[config.mk]
export PLATFORM = sky130hd
export DESIGN_NAME = text_console_cursor_engine
export DESIGN_NICKNAME = d
export VERILOG_FILES = /design/src/rtl/core/tcc_pkg.sv /design/src/rtl/core/tcc_seq.sv /design/src/rtl/core/text_console_cursor_engine.sv
export SDC_FILE = /design/constraint.sdc
export NUM_CORES = 1
export LEC_CHECK = 0
export BUFFER_PORTS_ARGS = -buffer_cell sky130_fd_sc_hd__buf_2
export CAP_MARGIN = 20
export CORE_UTILIZATION = 33
export CTS_CLUSTER_SIZE = 25
export DETAILED_ROUTE_END_ITERATION = 10
export GPL_TIMING_DRIVEN = 1
export REMOVE_ABC_BUFFERS = 1
export SLEW_MARGIN = 40
export SYNTH_ARGS = -nofsm -noshare
export SYNTH_HDL_FRONTEND = slang
export SYNTH_SLANG_ARGS = --single-unit
export TNS_END_PERCENT = 1
[constraint.sdc]
create_clock -name i_clk -period 8.1 [get_ports i_clk]
set_clock_uncertainty 0.1 [all_clocks]
set_input_delay 0.81 -clock i_clk [delete_from_list [all_inputs] [get_ports i_clk]]
set_output_delay 0.81 -clock i_clk [all_outputs]
set_load 0.05 [all_outputs]
[src/rtl/core/tcc_pkg.sv]
// ----------------------------------------------------------------------------
// tcc_pkg
// Shared types and constants of the text console cursor engine: microcode
// step codes, control word, sequencer status, result kinds and char codes.
// ----------------------------------------------------------------------------
package tcc_pkg;

    // sequencer steps (program addresses)
    typedef enum logic [2:0] {
        ST_IDLE   = 3'd0,
        ST_DECODE = 3'd1,
        ST_SIM    = 3'd2,
        ST_REWIND = 3'd3,
        ST_WRITE  = 3'd4,
        ST_ONE    = 3'd5,
        ST_SCROLL = 3'd6
    } t_step;

    // datapath operation of one step
    typedef enum logic [2:0] {
        DP_NOP,
        DP_LOAD,
        DP_DECODE,
        DP_ADV,
        DP_REWIND
    } t_dp_op;

    // result issued by one step
    typedef enum logic [1:0] {
        EM_NONE,
        EM_CELL,
        EM_SCROLL,
        EM_ONE
    } t_emit;

    // jump conditions
    typedef enum logic [2:0] {
        CD_NEVER,
        CD_ALWAYS,
        CD_ACCEPT,
        CD_MULTI,
        CD_SCROLL,
        CD_CNT_LAST,
        CD_CNT_ZERO
    } t_cond;

    // result kinds on the output channel
    typedef enum logic [1:0] {
        K_CELL   = 2'd0,
        K_SCROLL = 2'd1,
        K_CLEAR  = 2'd2,
        K_CURSOR = 2'd3
    } t_kind;

    // configuration register indexes
    typedef enum logic [1:0] {
        CFG_COLUMNS = 2'd0,
        CFG_ROWS    = 2'd1,
        CFG_FORE    = 2'd2,
        CFG_BACK    = 2'd3
    } t_cfg_reg;

    // one microcode word
    typedef struct packed {
        logic   in_ready;
        t_dp_op dp;
        t_emit  emit;
        t_cond  cond_a;
        t_step  tgt_a;
        t_cond  cond_b;
        t_step  tgt_b;
        t_step  tgt_else;
    } t_cw;

    // datapath status seen by the sequencer
    typedef struct packed {
        logic step_en;
        logic in_valid;
        logic multi;
        logic scroll;
        logic cnt_last;
        logic cnt_zero;
    } t_status;

    localparam logic [7:0]  CH_BS       = 8'h08;
    localparam logic [7:0]  CH_TAB      = 8'h09;
    localparam logic [7:0]  CH_LF       = 8'h0A;
    localparam logic [7:0]  CH_CR       = 8'h0D;
    localparam logic [7:0]  CH_BLANK    = 8'h20;
    localparam logic [7:0]  CH_PRINT_LO = 8'h20;
    localparam logic [7:0]  CH_PRINT_HI = 8'h7F;
    localparam logic [3:0]  TAB_STOP    = 4'd8;

    localparam logic [7:0]  COLUMNS_RST = 8'd80;
    localparam logic [6:0]  ROWS_RST    = 7'd25;
    localparam logic [23:0] FORE_RST    = 24'hCCCCCC;
    localparam logic [23:0] BACK_RST    = 24'h000000;

endpackage

[src/rtl/core/tcc_seq.sv]
// ----------------------------------------------------------------------------
// tcc_seq
// Microcode sequencer: step counter, control store and two-way conditional
// jumps. The step holds while the datapath stalls on a full output register.
// ----------------------------------------------------------------------------
module tcc_seq
    import tcc_pkg::*;
(
    input  logic    i_clk,
    input  logic    i_rst_n,
    input  t_status i_status,
    output t_cw     o_cw
);

    t_step r_step;
    t_step n_step;

    // control store
    function automatic t_cw ucode(input t_step s);
        t_cw w;
        case (s)
            ST_IDLE:   w = '{1'b1, DP_LOAD, EM_NONE, CD_ACCEPT, ST_DECODE,
                             CD_NEVER, ST_IDLE, ST_IDLE};
            ST_DECODE: w = '{1'b0, DP_DECODE, EM_NONE, CD_MULTI, ST_SIM,
                             CD_NEVER, ST_IDLE, ST_ONE};
            ST_SIM:    w = '{1'b0, DP_ADV, EM_NONE, CD_CNT_LAST, ST_REWIND,
                             CD_NEVER, ST_IDLE, ST_SIM};
            ST_REWIND: w = '{1'b0, DP_REWIND, EM_NONE, CD_ALWAYS, ST_WRITE,
                             CD_NEVER, ST_IDLE, ST_WRITE};
            ST_WRITE:  w = '{1'b0, DP_ADV, EM_CELL, CD_SCROLL, ST_SCROLL,
                             CD_CNT_LAST, ST_IDLE, ST_WRITE};
            ST_ONE:    w = '{1'b0, DP_NOP, EM_ONE, CD_ALWAYS, ST_IDLE,
                             CD_NEVER, ST_IDLE, ST_IDLE};
            ST_SCROLL: w = '{1'b0, DP_NOP, EM_SCROLL, CD_CNT_ZERO, ST_IDLE,
                             CD_NEVER, ST_IDLE, ST_WRITE};
            default:   w = '{1'b1, DP_LOAD, EM_NONE, CD_ACCEPT, ST_DECODE,
                             CD_NEVER, ST_IDLE, ST_IDLE};
        endcase
        return w;
    endfunction

    function automatic logic cond_true(input t_cond c, input t_status st);
        logic v;
        case (c)
            CD_NEVER:    v = 1'b0;
            CD_ALWAYS:   v = 1'b1;
            CD_ACCEPT:   v = st.in_valid;
            CD_MULTI:    v = st.multi;
            CD_SCROLL:   v = st.scroll;
            CD_CNT_LAST: v = st.cnt_last;
            CD_CNT_ZERO: v = st.cnt_zero;
            default:     v = 1'b0;
        endcase
        return v;
    endfunction

    // output decode: current control word
    always_comb begin
        o_cw = ucode(r_step);
    end

    // next step
    always_comb begin
        if (!i_status.step_en) begin
            n_step = r_step;
        end else if (cond_true(o_cw.cond_a, i_status)) begin
            n_step = o_cw.tgt_a;
        end else if (cond_true(o_cw.cond_b, i_status)) begin
            n_step = o_cw.tgt_b;
        end else begin
            n_step = o_cw.tgt_else;
        end
    end

    always_ff @(posedge i_clk) begin
        if (!i_rst_n) begin
            r_step <= ST_IDLE;
        end else begin
            r_step <= n_step;
        end
    end

endmodule

[src/rtl/core/text_console_cursor_engine.sv]
// ----------------------------------------------------------------------------
// text_console_cursor_engine
// Keeps the cursor of a character grid and turns character bytes and clear
// commands into cell-write, scroll, clear and cursor-only transfers.
// Sequence: an accepted item is decoded, then a single-result command issues
//   its one result; a printable byte or tab walks the cursor once to find the
//   final cursor, rewinds and walks it again, issuing cell writes and scrolls.
// Throughput: one item at a time; next input accepted once the last result
//   is registered. Reset: synchronous, clears cursor and step, loads config
//   defaults.
// ----------------------------------------------------------------------------
module text_console_cursor_engine
    import tcc_pkg::*;
#(
    parameter int COL_CAP = 128,
    parameter int ROW_CAP = 64
) (
    input  logic        i_clk,
    input  logic        i_rst_n,
    // input channel
    input  logic        i_in_valid,
    output logic        o_in_ready,
    input  logic        i_opcode,
    input  logic [7:0]  i_char_code,
    // result channel
    output logic        o_out_valid,
    input  logic        i_out_ready,
    output logic [1:0]  o_kind,
    output logic [5:0]  o_cell_row,
    output logic [6:0]  o_cell_col,
    output logic [7:0]  o_glyph,
    output logic [23:0] o_fg_out,
    output logic [23:0] o_bg_out,
    output logic [5:0]  o_cur_row,
    output logic [6:0]  o_cur_col,
    output logic        o_last,
    // configuration
    input  logic        i_cfg_we,
    input  logic [1:0]  i_cfg_index,
    input  logic [23:0] i_cfg_data
);

    localparam logic [7:0] COL_LIM = 8'((COL_CAP < 128) ? COL_CAP : 128);
    localparam logic [6:0] ROW_LIM = 7'((ROW_CAP < 64) ? ROW_CAP : 64);

    // configuration registers
    logic [7:0]  r_columns;
    logic [6:0]  r_rows;
    logic [23:0] r_fore;
    logic [23:0] r_back;

    // cursor, walk and command registers
    logic [6:0]  r_cur_col,  n_cur_col;
    logic [5:0]  r_cur_line, n_cur_line;
    logic [6:0]  r_base_col, n_base_col;
    logic [5:0]  r_base_line, n_base_line;
    logic [6:0]  r_fin_col,  n_fin_col;
    logic [5:0]  r_fin_line, n_fin_line;
    logic [3:0]  r_cnt,      n_cnt;
    logic [3:0]  r_cnt_init, n_cnt_init;
    logic [7:0]  r_glyph,    n_glyph;
    t_kind       r_kind,     n_kind;
    logic        r_op,       n_op;
    logic [7:0]  r_ch,       n_ch;

    // output register
    logic        r_o_valid,  n_o_valid;
    t_kind       r_o_kind,   n_o_kind;
    logic [5:0]  r_o_row,    n_o_row;
    logic [6:0]  r_o_col,    n_o_col;
    logic [7:0]  r_o_glyph,  n_o_glyph;
    logic [23:0] r_o_fg,     n_o_fg;
    logic [23:0] r_o_bg,     n_o_bg;
    logic [5:0]  r_o_crow,   n_o_crow;
    logic [6:0]  r_o_ccol,   n_o_ccol;
    logic        r_o_last,   n_o_last;

    t_cw         w_cw;
    t_status     w_status;
    logic        w_step_en;
    logic        w_accept;

    logic [7:0]  w_ncols;
    logic [6:0]  w_nrows;
    logic [6:0]  w_last_col;
    logic [5:0]  w_last_line;
    logic [6:0]  w_sat_col;
    logic [5:0]  w_sat_line;
    logic [6:0]  w_sat_line_inc;

    logic [7:0]  w_col_inc;
    logic [6:0]  w_line_inc;
    logic        w_wrap;
    logic        w_adv_scroll;
    logic [6:0]  w_adv_col;
    logic [5:0]  w_adv_line;

    logic        w_multi;
    logic [6:0]  w_d_col;
    logic [5:0]  w_d_line;
    t_kind       w_d_kind;
    logic [7:0]  w_d_glyph;
    logic [3:0]  w_d_cnt;

    // sequencer
    tcc_seq u_seq (
        .i_clk    (i_clk),
        .i_rst_n  (i_rst_n),
        .i_status (w_status),
        .o_cw     (w_cw)
    );

    // an issuing step waits for a free output register
    assign w_step_en = (w_cw.emit == EM_NONE) || !r_o_valid || i_out_ready;
    assign o_in_ready = w_cw.in_ready;
    assign w_accept   = i_in_valid && w_cw.in_ready;

    assign w_status = '{
        step_en:  w_step_en,
        in_valid: i_in_valid,
        multi:    w_multi,
        scroll:   w_adv_scroll,
        cnt_last: (r_cnt == 4'd1),
        cnt_zero: (r_cnt == 4'd0)
    };

    // grid size in use: zero reads as one, saturated to the limit
    always_comb begin
        if (r_columns == 8'd0) begin
            w_ncols = 8'd1;
        end else if (r_columns > COL_LIM) begin
            w_ncols = COL_LIM;
        end else begin
            w_ncols = r_columns;
        end
        if (r_rows == 7'd0) begin
            w_nrows = 7'd1;
        end else if (r_rows > ROW_LIM) begin
            w_nrows = ROW_LIM;
        end else begin
            w_nrows = r_rows;
        end
    end

    assign w_last_col  = 7'(w_ncols - 8'd1);
    assign w_last_line = 6'(w_nrows - 7'd1);

    // cursor clamped into the grid (after a shrink)
    assign w_sat_col  = ({1'b0, r_cur_col} >= w_ncols) ? w_last_col : r_cur_col;
    assign w_sat_line = ({1'b0, r_cur_line} >= w_nrows) ? w_last_line : r_cur_line;
    assign w_sat_line_inc = {1'b0, w_sat_line} + 7'd1;

    // one advance of the walking cursor
    assign w_col_inc    = {1'b0, r_cur_col} + 8'd1;
    assign w_line_inc   = {1'b0, r_cur_line} + 7'd1;
    assign w_wrap       = (w_col_inc >= w_ncols);
    assign w_adv_scroll = w_wrap && (w_line_inc >= w_nrows);
    assign w_adv_col    = w_wrap ? 7'd0 : w_col_inc[6:0];
    assign w_adv_line   = !w_wrap ? r_cur_line :
                          (w_adv_scroll ? w_last_line : w_line_inc[5:0]);

    // command decode
    assign w_multi = !r_op && ((r_ch == CH_TAB) ||
                               ((r_ch >= CH_PRINT_LO) && (r_ch <= CH_PRINT_HI)));
    assign w_d_cnt = (r_ch == CH_TAB) ? (TAB_STOP - {1'b0, w_sat_col[2:0]}) : 4'd1;

    // final cursor and result of the single-result commands
    always_comb begin
        w_d_col   = w_sat_col;
        w_d_line  = w_sat_line;
        w_d_kind  = K_CURSOR;
        w_d_glyph = r_ch;
        if (r_op) begin
            w_d_col   = 7'd0;
            w_d_line  = 6'd0;
            w_d_kind  = K_CLEAR;
            w_d_glyph = CH_BLANK;
        end else begin
            case (r_ch)
                CH_LF: begin
                    w_d_col = 7'd0;
                    if (w_sat_line_inc >= w_nrows) begin
                        w_d_line  = w_last_line;
                        w_d_kind  = K_SCROLL;
                        w_d_glyph = CH_BLANK;
                    end else begin
                        w_d_line = w_sat_line_inc[5:0];
                    end
                end
                CH_CR: begin
                    w_d_col = 7'd0;
                end
                CH_BS: begin
                    // step back, wrapping to the end of the previous line
                    if (w_sat_col != 7'd0) begin
                        w_d_col = w_sat_col - 7'd1;
                    end else if (w_sat_line != 6'd0) begin
                        w_d_col  = w_last_col;
                        w_d_line = w_sat_line - 6'd1;
                    end
                    w_d_kind  = K_CELL;
                    w_d_glyph = CH_BLANK;
                end
                CH_TAB: begin
                    w_d_glyph = CH_BLANK;
                end
                default: begin
                    w_d_glyph = r_ch;
                end
            endcase
        end
    end

    // datapath next values
    always_comb begin
        n_cur_col   = r_cur_col;
        n_cur_line  = r_cur_line;
        n_base_col  = r_base_col;
        n_base_line = r_base_line;
        n_fin_col   = r_fin_col;
        n_fin_line  = r_fin_line;
        n_cnt       = r_cnt;
        n_cnt_init  = r_cnt_init;
        n_glyph     = r_glyph;
        n_kind      = r_kind;
        n_op        = r_op;
        n_ch        = r_ch;
        if (w_step_en) begin
            case (w_cw.dp)
                DP_LOAD: begin
                    if (w_accept) begin
                        n_op = i_opcode;
                        n_ch = i_char_code;
                    end
                end
                DP_DECODE: begin
                    n_base_col  = w_sat_col;
                    n_base_line = w_sat_line;
                    n_fin_col   = w_d_col;
                    n_fin_line  = w_d_line;
                    n_cnt       = w_d_cnt;
                    n_cnt_init  = w_d_cnt;
                    n_glyph     = w_d_glyph;
                    n_kind      = w_d_kind;
                    n_cur_col   = w_multi ? w_sat_col : w_d_col;
                    n_cur_line  = w_multi ? w_sat_line : w_d_line;
                end
                DP_ADV: begin
                    n_cur_col  = w_adv_col;
                    n_cur_line = w_adv_line;
                    n_cnt      = r_cnt - 4'd1;
                end
                DP_REWIND: begin
                    // first walk gave the final cursor; walk again and issue
                    n_fin_col  = r_cur_col;
                    n_fin_line = r_cur_line;
                    n_cur_col  = r_base_col;
                    n_cur_line = r_base_line;
                    n_cnt      = r_cnt_init;
                end
                default: begin
                end
            endcase
        end
    end

    // output register
    always_comb begin
        n_o_valid = r_o_valid && !i_out_ready;
        n_o_kind  = r_o_kind;
        n_o_row   = r_o_row;
        n_o_col   = r_o_col;
        n_o_glyph = r_o_glyph;
        n_o_fg    = r_o_fg;
        n_o_bg    = r_o_bg;
        n_o_crow  = r_o_crow;
        n_o_ccol  = r_o_ccol;
        n_o_last  = r_o_last;
        if (w_step_en && (w_cw.emit != EM_NONE)) begin
            n_o_valid = 1'b1;
            n_o_row   = 6'd0;
            n_o_col   = 7'd0;
            n_o_glyph = CH_BLANK;
            n_o_fg    = r_fore;
            n_o_bg    = r_back;
            n_o_crow  = r_fin_line;
            n_o_ccol  = r_fin_col;
            n_o_last  = 1'b1;
            case (w_cw.emit)
                EM_CELL: begin
                    n_o_kind  = K_CELL;
                    n_o_row   = r_cur_line;
                    n_o_col   = r_cur_col;
                    n_o_glyph = r_glyph;
                    n_o_last  = (r_cnt == 4'd1) && !w_adv_scroll;
                end
                EM_SCROLL: begin
                    n_o_kind = K_SCROLL;
                    n_o_last = (r_cnt == 4'd0);
                end
                default: begin
                    n_o_kind = r_kind;
                    case (r_kind)
                        K_CELL: begin
                            n_o_row   = r_fin_line;
                            n_o_col   = r_fin_col;
                            n_o_glyph = r_glyph;
                        end
                        K_CURSOR: begin
                            n_o_glyph = 8'd0;
                            n_o_fg    = 24'd0;
                            n_o_bg    = 24'd0;
                        end
                        default: begin
                        end
                    endcase
                end
            endcase
        end
    end

    // control and cursor state
    always_ff @(posedge i_clk) begin
        if (!i_rst_n) begin
            r_columns  <= COLUMNS_RST;
            r_rows     <= ROWS_RST;
            r_fore     <= FORE_RST;
            r_back     <= BACK_RST;
            r_cur_col  <= 7'd0;
            r_cur_line <= 6'd0;
            r_cnt      <= 4'd0;
            r_o_valid  <= 1'b0;
        end else begin
            if (i_cfg_we) begin
                case (i_cfg_index)
                    CFG_COLUMNS: r_columns <= i_cfg_data[7:0];
                    CFG_ROWS:    r_rows    <= i_cfg_data[6:0];
                    CFG_FORE:    r_fore    <= i_cfg_data;
                    CFG_BACK:    r_back    <= i_cfg_data;
                    default: begin
                    end
                endcase
            end
            r_cur_col  <= n_cur_col;
            r_cur_line <= n_cur_line;
            r_cnt      <= n_cnt;
            r_o_valid  <= n_o_valid;
        end
    end

    // payload registers
    always_ff @(posedge i_clk) begin
        r_base_col  <= n_base_col;
        r_base_line <= n_base_line;
        r_fin_col   <= n_fin_col;
        r_fin_line  <= n_fin_line;
        r_cnt_init  <= n_cnt_init;
        r_glyph     <= n_glyph;
        r_kind      <= n_kind;
        r_op        <= n_op;
        r_ch        <= n_ch;
        r_o_kind    <= n_o_kind;
        r_o_row     <= n_o_row;
        r_o_col     <= n_o_col;
        r_o_glyph   <= n_o_glyph;
        r_o_fg      <= n_o_fg;
        r_o_bg      <= n_o_bg;
        r_o_crow    <= n_o_crow;
        r_o_ccol    <= n_o_ccol;
        r_o_last    <= n_o_last;
    end

    assign o_out_valid = r_o_valid;
    assign o_kind      = r_o_kind;
    assign o_cell_row  = r_o_row;
    assign o_cell_col  = r_o_col;
    assign o_glyph     = r_o_glyph;
    assign o_fg_out    = r_o_fg;
    assign o_bg_out    = r_o_bg;
    assign o_cur_row   = r_o_crow;
    assign o_cur_col   = r_o_ccol;
    assign o_last      = r_o_last;

    // tab count never exceeds one tab stop of cells
    a_cnt_bound: assert property (@(posedge i_clk) disable iff (!i_rst_n)
        r_cnt <= TAB_STOP)
        else $error("cell counter out of range");

    // an accepted item is decoded in the next cycle
    a_accept_decode: assert property (@(posedge i_clk) disable iff (!i_rst_n)
        w_accept |=> (w_cw.dp == DP_DECODE))
        else $error("accepted item not decoded");

    // a cursor-only result is always the only one of its item
    a_cursor_last: assert property (@(posedge i_clk) disable iff (!i_rst_n)
        (r_o_valid && (r_o_kind == K_CURSOR)) |-> r_o_last)
        else $error("cursor-only result not marked last");

endmodule
==> out/summary.md, run 1 <==
• outcome: finished, final reports clean
• transition time of the tightest slew-check pin: 0.798 ns
• Post-Route WL: 30,600 um
• kind of capture point of the worst setup path: flop
• initial DRC count: 794
• area of the die: 0.0340 mm^2
• Clock Power Share: 0.261
• Ports: 127
• power share of the sequential group: 0.354
• dominant cells by area after synthesis: edfxtp_1 (37%), dfxtp_1 (15%), nand2_1 (5.4%)
• number of synthesized flops with an enable pin: 134
• first-pass GRT wire length: 46,900 um
• row cnt: 66
• count of buffers inserted at the top-level ports: 126
• H-tree depth reported by CTS: 1
• area of the core: 0.0326 mm^2
• number of setup buffers added after CTS: 0
• fill cell instance count of the final layout: 3,183
• synthesis warning total: 0
• worst setup path class: reg -> reg
• total global routing overflow: 0
• antenna violations before repair: 1
• layout net count: 1,276
• post-layout min period: 6.47 ns
• DR vias: 8,752
• Initial Util: 0.336
• combinational family with the most area after synthesis: simple AND/OR/NAND/NOR gates
• total iterations of the first detailed-routing run: 6
• largest driver fanout on the critical path: 17
• clock root cell: clkbuf_16
• Critical Path Start Type: flop
• final hold vios: 0
• RSZ-0062 raised after global routing: false
• Synth Area in Adders: 0.0536
• worst hold path startpoint: r_back[2]$_SDFFE_PN0P_
• Reg-to-Reg Start: r_rows[6]$_SDFFE_PN0P_
• number of global-route vias before repair: 8,228
• share of synthesized area spent on multiplexers: 0.0325
• Critical Path RT: 8.41 ns
• number of buffer and inverter instances along the worst setup path: 4
• number of nets still failing antenna checks after routing: 0
• count of different cell masters after synthesis: 80
• Horiz. Die Dim: 184 um
• post-cts hold buffer count: 0
• CP max-delay cell: a21o_1
• DRC Markers: 0
• Synth Cell Area: 0.0110 mm^2
• Place WS: 1.45 ns
• endpoint arrival time on the critical path: 6.78 ns
• vertical die dimension: 184 um
• ordered cell list for the critical path: nor3_1, a21oi_1, inv_1, ha_1, nor2b_1, o21ai_0, a21o_1, mux2i_1, inv_1, ha_1, inv_1, nor3_1, xnor2_1, o21ai_0, ha_1, a21o_1, a21o_1, a221oi_1, clkbuf_2, mux2i_1, nor2_1, a221oi_1, o211ai_1, o221a_2
• P per Cell Area: 356 mW/mm^2
• clock-pin transition on the worst setup and hold timing paths: 0.06 ns
• routed length per placed instance: 18.6 um
• number of buffers on the longest clock path: 3
• pin count of the biggest net entering global routing: 86
• register area: 0.00571 mm^2
• most area-hungry cell type in the Yosys netlist: edfxtp_1
• Tot GR Track Use: 0.177
• setup_tns: 0 ns
• Yosys top cell area share: 0.367
• max-slew violation count: 0
• Sink Count: 218
• period utilisation layout: 0.799
• Final Setup Violations: 0
• share of flip-flops with an asynchronous set or reset after synthesis: 0
• kind of cell with the highest combined delay on the critical path: compound AO/OA/AOI/OAI gates
• parity-gate share of the synthesized area counting xor and xnor cells: 0.0168
• multi-input gate area in the final layout: 0.00496 mm^2
• sum of net half-perimeters after detailed placement: 21,300 um
• longest individual stage delay on the worst path: 0.61 ns
• Final WS setup: 1.63 ns
• TritonCTS clock tree: yes
• Achievable Freq: 155 MHz
• Cells on Worst Hold Path: 2
• area fraction in compound gates after synthesis: 0.153
• Reg-to-Reg End: r_cur_line[1]$_SDFFE_PN0P_
• switching power of the nets: 1.86 mW
• clock buffer count from CTS: 24
• max-slew headroom at the worst pin: 0.466
• proportion of total power due to net switching: 0.403
• setup slack on the worst flop-to-flop path: 1.63 ns
• worst hold slack after final layout: 0.347 ns
• area delta synth->final: 18.6%
• gate count after technology mapping: 1,081
• static leakage: 5.11 nW
• antenna diode count: 0
• largest vdd supply drop: 0.140 mV
• cell-internal power: 2.76 mW
• per-cell via count in the routed design: 5.31
• RePlAce Congestion: 0.944
• number of gates resized after CTS: 0
• Worst-Skew Late Latency: 0.52 ns
• leading register cell type out of synthesis: edfxtp_1
• Max-Cap Viols: 0
• layout cells sized above 1: 0.183
• Synth Register Bits: 218
• sequential share of the synthesized area: 0.520
• path type of the worst min-delay path: reg -> reg
• Power, Total: 4.62 mW
• combinational share of power: 0.384
• per-instance average area after synthesis: 10.1 um^2
• number of cell instances on the worst register-to-register path: 24
• Worst Hold Endpoint: r_back[2]$_SDFFE_PN0P_
• share of synthesized cell area in and, or, nand and nor gates: 0.191
cell usage in the layout (no fill, tap or decap), drive strengths merged, types with 9 or more instances in the layout:
cell type,netlist,routed
o21ai,42,42
a21oi,71,71
inv,28,28
clkbuf,54,33
nand2b,11,11
nand3,31,31
nor2b,20,20
a21o,13,13
edfxtp,134,134
nor2,68,68
nand2,157,157
nor3,26,26
o211ai,12,12
a22o,17,17
dfxtp,84,84
and2,55,55
a211oi,11,11
or3,9,9
xnor2,14,14
ha,47,47
mux2i,30,30
a221oi,13,13
buf,6,141
a31oi,10,10
layout make-up:
cell class | instances | share of cell area
Multi-Input combinational cell | 774 | 0.381
Tap cell | 442 | 0.0425
Clock buffer | 32 | 0.0531
Inverter | 29 | 0.00837
Sequential cell | 218 | 0.439
Timing Repair Buffer | 142 | 0.0609
Clock inverter | 11 | 0.0153
flip-flops by register name, summed over array words and instances, names as in the netlist, 4 cells and up:
name,count
r_cnt,4
r_base_col,7
r_columns,8
r_cur_line,6
r_glyph,8
r_fore,24
r_fin_col,7
o_cur_row,6
o_bg_out,24
r_fin_line,6
r_back,24
o_cell_row,6
r_rows,7
r_cur_col,7
o_cell_col,7
o_glyph,8
o_cur_col,7
r_ch,8
r_base_line,6
o_fg_out,24
r_cnt_init,4
stage by stage:
step                      utilization  area, um^2  std cells
after floorplan                     -       10700       1021
after global placement          0.369       12000       1602
after detailed placement        0.370       12100       1603
after CTS                       0.398       13000       1646
after global routing            0.399       13000       1648
final                           0.399       13000       1648
cell families (layout without fill, tap and decap cells):
logic type               count (synthesis)  in the layout
AND/OR/NAND/NOR                        423            423
AO/OA/AOI/OAI                          248            248
flip-flops                             218            218
buffers and inverters                   89            214
adder cells (fa/ha/maj)                 47             47
multiplexers                            35             35
XOR/XNOR                                21             21
layer usage:
| layer | part of all wire | wire, um | global-route usage | vias up |
|---|---|---|---|---|
| met4 | 0.022 | 660 | 0.0517 | 2 |
| met5 | 0.00039 | 12 | 0 | - |
| met3 | 0.056 | 1720 | 0.0225 | 52 |
| met2 | 0.49 | 15000 | 0.304 | 317 |
| met1 | 0.43 | 13200 | 0.232 | 4202 |
| li1 | - | - | - | 4179 |
how the worst max path moves through the flow:
stage | from | endpoint | slack, ns | cells after the start
final | r_rows[6]$_SDFFE_PN0P_ | r_cur_line[1]$_SDFFE_PN0P_ | 1.63 | 24
after global routing | r_rows[6]$_SDFFE_PN0P_ | r_cur_line[1]$_SDFFE_PN0P_ | 1.06 | 24
after CTS | r_rows[6]$_SDFFE_PN0P_ | r_fin_line[2]$_DFFE_PP_ | 1.40 | 23
after detailed placement | r_rows[6]$_SDFFE_PN0P_ | r_fin_line[2]$_DFFE_PP_ | 1.45 | 23
after global placement | r_rows[6]$_SDFFE_PN0P_ | r_fin_line[2]$_DFFE_PP_ | 1.56 | 23
after floorplan | u_seq.r_step[1]$_SDFFE_PN0P_ | o_bg_out[0]$_DFFE_PP_ | 2.51 | 5
power groups by stage:
stage / sequential [mW] / combinational, mW / clock, mW
after floorplan: 2.05 / 0.826 / 0
after CTS: 1.64 / 1.75 / 1.23
final: 1.64 / 1.78 / 1.21
after detailed placement: 1.67 / 1.74 / 0
after global routing: 1.67 / 1.91 / 1.27
after global placement: 1.66 / 1.71 / 0
cell usage after synthesis (all sizes together) (4+ instances only):
master and number:
a211oi 11, a21o 13, a21oi 71, a221oi 13, a22o 17, a22oi 4, a31o 4, a31oi 10
and2 55, and3 5, buf 6, clkbuf 54, dfxtp 84, edfxtp 134, ha 47, inv 28
mux2 5, mux2i 30, nand2 157, nand2b 11, nand3 31, nand4 7, nor2 68, nor2b 20
nor3 26, nor3b 6, nor4 4, o211a 4, o211ai 12, o21ai 42, o221ai 5, o22ai 4
o31ai 7, or2 6, or3 9, xnor2 14, xor2 7
tightest hold or removal path: stages (launching register included):
cell	delay, ns
dfxtp_1	0.30
nand2_1	0.05
a21oi_1	0.05
(Power assumes the default switching activity.)
==> run 2: changes to the inputs <==
Clock period 8.1 ns to 5.3 ns, I/O delays scaled along.
==> out/summary.md, run 2 (same netlist as run 1, synthesis figures left out) <==
• outcome: finished, final reports clean
• static leakage: 5.15 nW, +0.86%
• routed metal-1 wire length: 13,700 um, +3.9%
• final core utilization: 0.401, +0.00230
• RePlAce Congestion: 0.919, -2.6%
• total global routing overflow: 0, unchanged
• DRC Markers: 0, unchanged
• post-layout min period: 4.98 ns, -1.49 ns
• highest metal layer with signal wires: met5
• routed length on met3: 1370 um, -20%
• number of buffers on the longest clock path: 3, unchanged
• sum of net half-perimeters after detailed placement: 21,900 um, +3.0%
• routed length per placed instance: 18.5 um, -0.28%
• worst hold slack after final layout: 0.0894 ns, -0.258 ns
• first-pass GRT wire length: 47,300 um, +0.93%
• sum of met2 wire segment lengths after detailed routing: 15,300 um, +2.2%
• area of the core: 0.0326 mm^2, unchanged
• number of global-route vias before repair: 8,262, +0.41%
• Worst-Skew Late Latency: 0.52 ns, about the same
• transition time of the tightest slew-check pin: 0.829 ns, +0.0307 ns
• path type of the worst min-delay path: in -> reg
• Place WS: 0.127 ns, -1.32 ns
• clock root cell: clkbuf_16
• Initial Util: 0.336, unchanged
• largest vdd supply drop: 0.256 mV, +84%
• Final WS setup: 0.320 ns, -1.31 ns
• largest driver fanout on the critical path: 9, -8
• H-tree depth reported by CTS: 1, unchanged
• final hold vios: 0, unchanged
• Critical Path RT: 5.47 ns, -2.94 ns
• commonest non-fill, non-tap cell in the layout: nand2_1
• TritonCTS clock tree: yes
• Sink Count: 218, unchanged
• initial DRC count: 693, -13%
• layout net count: 1,302, +2.0%
• area delta synth->final: 19.3%
• Tot GR Track Use: 0.180, +0.00288
• Post-Route WL: 31,100 um, +1.5%
• number of nets still failing antenna checks after routing: 0, unchanged
• Final Setup Violations: 0, unchanged
• clock buffer count from CTS: 24, unchanged
• DR vias: 8,677, -0.86%
• fill cell instance count of the final layout: 3,194, +0.35%
• highest-count cells in the layout ignoring fill and taps: nand2_1 (155), edfxtp_1 (134), buf_2 (125)
• multi-input gate area in the final layout: 0.00498 mm^2, +0.45%
• worst setup path class: reg -> reg
• Critical Path Start Type: flop
• Max-Cap Viols: 0, unchanged
• P per Cell Area: 522 mW/mm^2, +47%
• Ports: 127, unchanged
• layout cells sized above 1: 0.203, +0.0195
• clock-pin transition on the worst setup and hold timing paths: 0.07 ns, about the same
• kind of capture point of the worst setup path: flop
• Horiz. Die Dim: 184 um, unchanged
• vertical die dimension: 184 um, unchanged
• period utilisation layout: 0.940, +0.141
• per-cell via count in the routed design: 5.17, -2.6%
• count of buffers inserted at the top-level ports: 126, unchanged
• Power, Total: 6.83 mW, +48%
• pin count of the biggest net entering global routing: 86, unchanged
• total iterations of the first detailed-routing run: 5, -1
• area of the die: 0.0340 mm^2, unchanged
• setup_tns: 0 ns, unchanged
• max-slew headroom at the worst pin: 0.446, -0.0201
• Achievable Freq: 201 MHz, +30%
• endpoint arrival time on the critical path: 5.15 ns, -1.63 ns
• max-slew violation count: 0, unchanged
• row cnt: 66, unchanged
• antenna violations before repair: 3, +2
• post-cts hold buffer count: 0, unchanged
• register area: 0.00571 mm^2, about the same
run 2: cell count changes in the layout (fill, tap and decap cells not counted), moves of 2 or more:
cell / change
dfxtp_2: +2
clkbuf_8: -6
dfxtp_1: -2
clkinv_4: -2
clkinvlp_4: +4
nand2_2: +2
bufinv_16: -5
clkbuf_1: +7
diode_2: +3
o21ai_0: -2
inv_4: +2
buf_4: +28
nand2_1: -2
run 2: final cells by class:
class / instances / share of cell area
timing repair buffer: 168 / 0.0758
multi-input combinational: 774 / 0.381
antenna: 3 / 0.000574
sequential: 218 / 0.436
clock buffer: 33 / 0.0485
inverter: 29 / 0.00861
clock inverter: 11 / 0.00717
tap: 442 / 0.0423
run 2: worst paths after layout:
check                               from                       to  slack, ns  cells past startpoint
setup / recovery  r_rows[6]$_SDFFE_PN0P_  r_fin_line[2]$_DFFE_PP_       0.32                     23
hold / removal            i_char_code[5]        r_ch[5]$_DFFE_PP_       0.09                      1
setup reg to reg  r_rows[6]$_SDFFE_PN0P_  r_fin_line[2]$_DFFE_PP_       0.32                     23
hold reg to reg   r_fin_col[4]$_DFFE_PP_   o_cur_col[4]$_DFFE_PP_       0.35                      0
run 2: timing repair:
item	CTS	global route
setup buffers	0	1
setup endpoints to repair	0	11
resized for setup	0	14
run 2: worst max-delay path, stage by stage, from the launching register on:
cell and delay [ns]:
dfxtp_1 0.32, buf_4 0.17, nand2b_1 0.17, ha_1 0.29, a211oi_1 0.25, o21ai_1 0.12
a21o_1 0.26, mux2i_1 0.15, inv_1 0.09, ha_2 0.22, inv_1 0.06, nor3_1 0.23
xnor2_1 0.17, o21ai_2 0.09, ha_1 0.30, a21o_1 0.17, a21o_1 0.17, a221oi_1 0.32
buf_4 0.21, nand2b_1 0.12, o21ai_0 0.12, a221oi_2 0.31, nand3_1 0.12, a22o_1 0.21
run 2: stage by stage:
step / instances / area, um^2
5_1_grt: 1677 / 13100
2_1_floorplan: 1021 / 10700
6_report: 1678 / 13100
3_3_place_gp: 1628 / 12200
4_1_cts: 1673 / 13000
3_5_place_dp: 1629 / 12300
run 2: routing by layer:
layer	track usage	vias up
li1	-	4229
met1	0.239	4168
met2	0.308	234
met3	0.0198	44
met4	0.0523	2
met5	0	-
run 2: power by group:
group | switching [mW] | leakage (nW) | total (mW) | internal, mW
sequential | 0.188 | 1.94 | 2.46 | 2.27
combinational | 1.98 | 2.86 | 2.82 | 0.844
clock | 0.688 | 0.347 | 1.54 | 0.855
==> run 3: changes to the inputs <==
Settings changed: SYNTH_HIERARCHICAL from default to 1.
==> out/summary.md, run 3 <==
• outcome: finished, final reports clean
• antenna violations before repair: 1, -2
• Sink Count: 218, unchanged
• max-slew violation count: 0, unchanged
• endpoint arrival time on the critical path: 5.22 ns, +0.07 ns
• layout net count: 1,332, +2.3%
• post-layout min period: 4.97 ns, -0.0131 ns
• number of buffers on the longest clock path: 3, unchanged
• Clock Power Share: 0.225, about the same
• antenna diode count: 0, -3
• Achievable Freq: 201 MHz, +0.26%
• number of global-route vias before repair: 8,340, +0.94%
• total iterations of the first detailed-routing run: 5, unchanged
• layout cells sized above 1: 0.209, +0.00673
• number of cell instances on the worst register-to-register path: 21, -8.7%
• Place WS: 0.0190 ns, -0.108 ns
• commonest non-fill, non-tap cell in the layout: nand2_1
• Final Setup Violations: 0, unchanged
• cell-internal power: 4.43 mW, +12%
• DR vias: 8,883, +2.4%
• setup_tns: 0 ns, unchanged
• area delta synth->final: 20.2%
• P per Cell Area: 579 mW/mm^2, +11%
• Cells on Worst Hold Path: 1, unchanged
• Final WS setup: 0.333 ns, +0.0131 ns
• Post-Route WL: 30,700 um, -1.2%
• initial DRC count: 706, +1.9%
• synthesis warning total: 6, +6
• RSZ-0062 raised after global routing: false
• Tot GR Track Use: 0.177, -0.00293
• static leakage: 5.16 nW, +0.15%
• clock buffer count from CTS: 26, +8.3%
• total global routing overflow: 0, unchanged
• register area: 0.00571 mm^2, about the same
• path type of the worst min-delay path: in -> reg
• pin count of the biggest net entering global routing: 64, -26%
• Worst-Skew Late Latency: 0.54 ns, +0.02 ns
• area of the die: 0.0345 mm^2, +1.6%
• setup slack on the worst flop-to-flop path: 0.33 ns, about the same
• period utilisation layout: 0.937, -0.00247
• Ports: 127, unchanged
• per-cell via count in the routed design: 5.20, +0.63%
• switching power of the nets: 3.31 mW, +16%
• row cnt: 66, unchanged
• placed insts: 1,655, +1.6%
• worst setup path class: reg -> reg
• Max-Cap Viols: 0, unchanged
• power share of the sequential group: 0.339, -0.021
• proportion of total power due to net switching: 0.428, +0.00938
• clock-pin transition on the worst setup and hold timing paths: 0.06 ns, about the same
• Critical Path Start Type: flop
• per-instance average area after synthesis: 10.0 um^2, -1.2%
• Critical Path RT: 5.55 ns, +0.08 ns
• highest-count cells in the layout ignoring fill and taps: nand2_1 (179), edfxtp_1 (134), buf_2 (126)
• post-cts hold buffer count: 0, unchanged
• kind of capture point of the worst setup path: flop
• Non-Filler Instances: 1,707, +1.7%
• TritonCTS clock tree: yes
• combinational share of power: 0.436, +0.022
• DRC Markers: 0, unchanged
• RePlAce Congestion: 0.900, -2.1%
• Initial Util: 0.339, +0.00276
• H-tree depth reported by CTS: 1, unchanged
• gate count after technology mapping: 1,112, +2.9%
• first-pass GRT wire length: 47,300 um, -0.16%
• clock root cell: clkbuf_16
• vertical die dimension: 186 um, +0.78%
• Horiz. Die Dim: 186 um, +0.78%
• count of buffers inserted at the top-level ports: 126, unchanged
• largest driver fanout on the critical path: 7, -2
• transition time of the tightest slew-check pin: 0.818 ns, -0.0105 ns
• Power, Total: 7.74 mW, +13%
• area of the core: 0.0329 mm^2, +0.76%
• fill cell instance count of the final layout: 3,301, +3.4%
• largest vdd supply drop: 0.369 mV, +44%
• multi-input gate area in the final layout: 0.00514 mm^2, +3.2%
• Synth Cell Area: 0.0111 mm^2, +1.6%
• final hold vios: 0, unchanged
• routed length per placed instance: 18.0 um, -2.9%
• sum of net half-perimeters after detailed placement: 21,500 um, -2.0%
• max-slew headroom at the worst pin: 0.452, +0.00665
• number of nets still failing antenna checks after routing: 0, unchanged
run 3: cell types whose count changed in the layout (fill, tap and decap cells not counted), moves of 7 or more:
cell,before,now
nand2b_1,11,18
nor2_1,63,44
o21ai_1,3,12
a21oi_1,70,77
nor3_1,23,14
nand2_1,155,179
and2_1,54,64
nor2b_1,19,12
run 3: final timing paths:
path / start / to
worst max-delay path: r_columns[3]$_SDFFE_PN0P_ / r_fin_line[1]$_DFFE_PP_
worst min-delay path: i_opcode / r_op$_DFFE_PP_
worst max register to register: r_columns[3]$_SDFFE_PN0P_ / r_fin_line[1]$_DFFE_PP_
worst min register to register: r_fore[4]$_SDFFE_PN0P_ / r_fore[4]$_SDFFE_PN0P_
run 3: area by class of cell:
type | instances | area share
Clock buffer | 39 | 0.0583
Clock inverter | 9 | 0.00561
Inverter | 35 | 0.00982
Multi-Input combinational cell | 794 | 0.384
Sequential cell | 218 | 0.426
Tap cell | 442 | 0.0413
Timing Repair Buffer | 170 | 0.0745
run 3: stage by stage:
| step | hold slack [ns] | area (um^2) | util |
|---|---|---|---|
| 2_1_floorplan | 0.327 | 10800 | - |
| 3_3_place_gp | 0.337 | 12400 | 0.376 |
| 3_5_place_dp | 0.339 | 12400 | 0.377 |
| 4_1_cts | 0.0569 | 13300 | 0.403 |
| 5_1_grt | 0.0549 | 13400 | 0.407 |
| 6_report | 0.0786 | 13400 | 0.407 |
run 3: timing repair:
action,4_1_cts,5_1_grt
setup endpoints to repair,2,22
setup buffers,0,2
gates resized for setup,1,21
pin swaps,0,3
run 3: power groups by stage:
stage | Clock, mW | Sequential, mW | Combinational (mW)
after global routing | 1.86 | 2.67 | 3.66
after CTS | 1.78 | 2.62 | 3.28
after global placement | 0 | 2.65 | 3.24
after detailed placement | 0 | 2.65 | 3.27
after floorplan | 0 | 3.38 | 1.51
final | 1.74 | 2.62 | 3.38
run 3: critical path: stages (launching register included):
cell       delay, ns
dfxtp_1         0.33
nor4_4          0.30
a21oi_1         0.13
or2_4           0.27
inv_1           0.08
ha_1            0.22
and2_0          0.15
o21ai_2         0.18
a21o_1          0.16
mux2_2          0.40
inv_1           0.12
ha_1            0.18
buf_4           0.12
or3b_1          0.37
or4_1           0.41
a211o_1         0.28
o41ai_4         0.11
buf_6           0.20
o2111ai_1       0.11
a32oi_1         0.25
o22ai_1         0.11
o31ai_1         0.21
run 3: per-layer routing:
metal  routed length, um  track usage  share of wire  vias up
met5                  13            0        0.00042        -
met4                 846       0.0525          0.028        2
met3                2030       0.0321          0.066       60
met2               13800        0.283           0.45      320
met1               14000        0.242           0.46     4205
li1                    -            -              -     4296
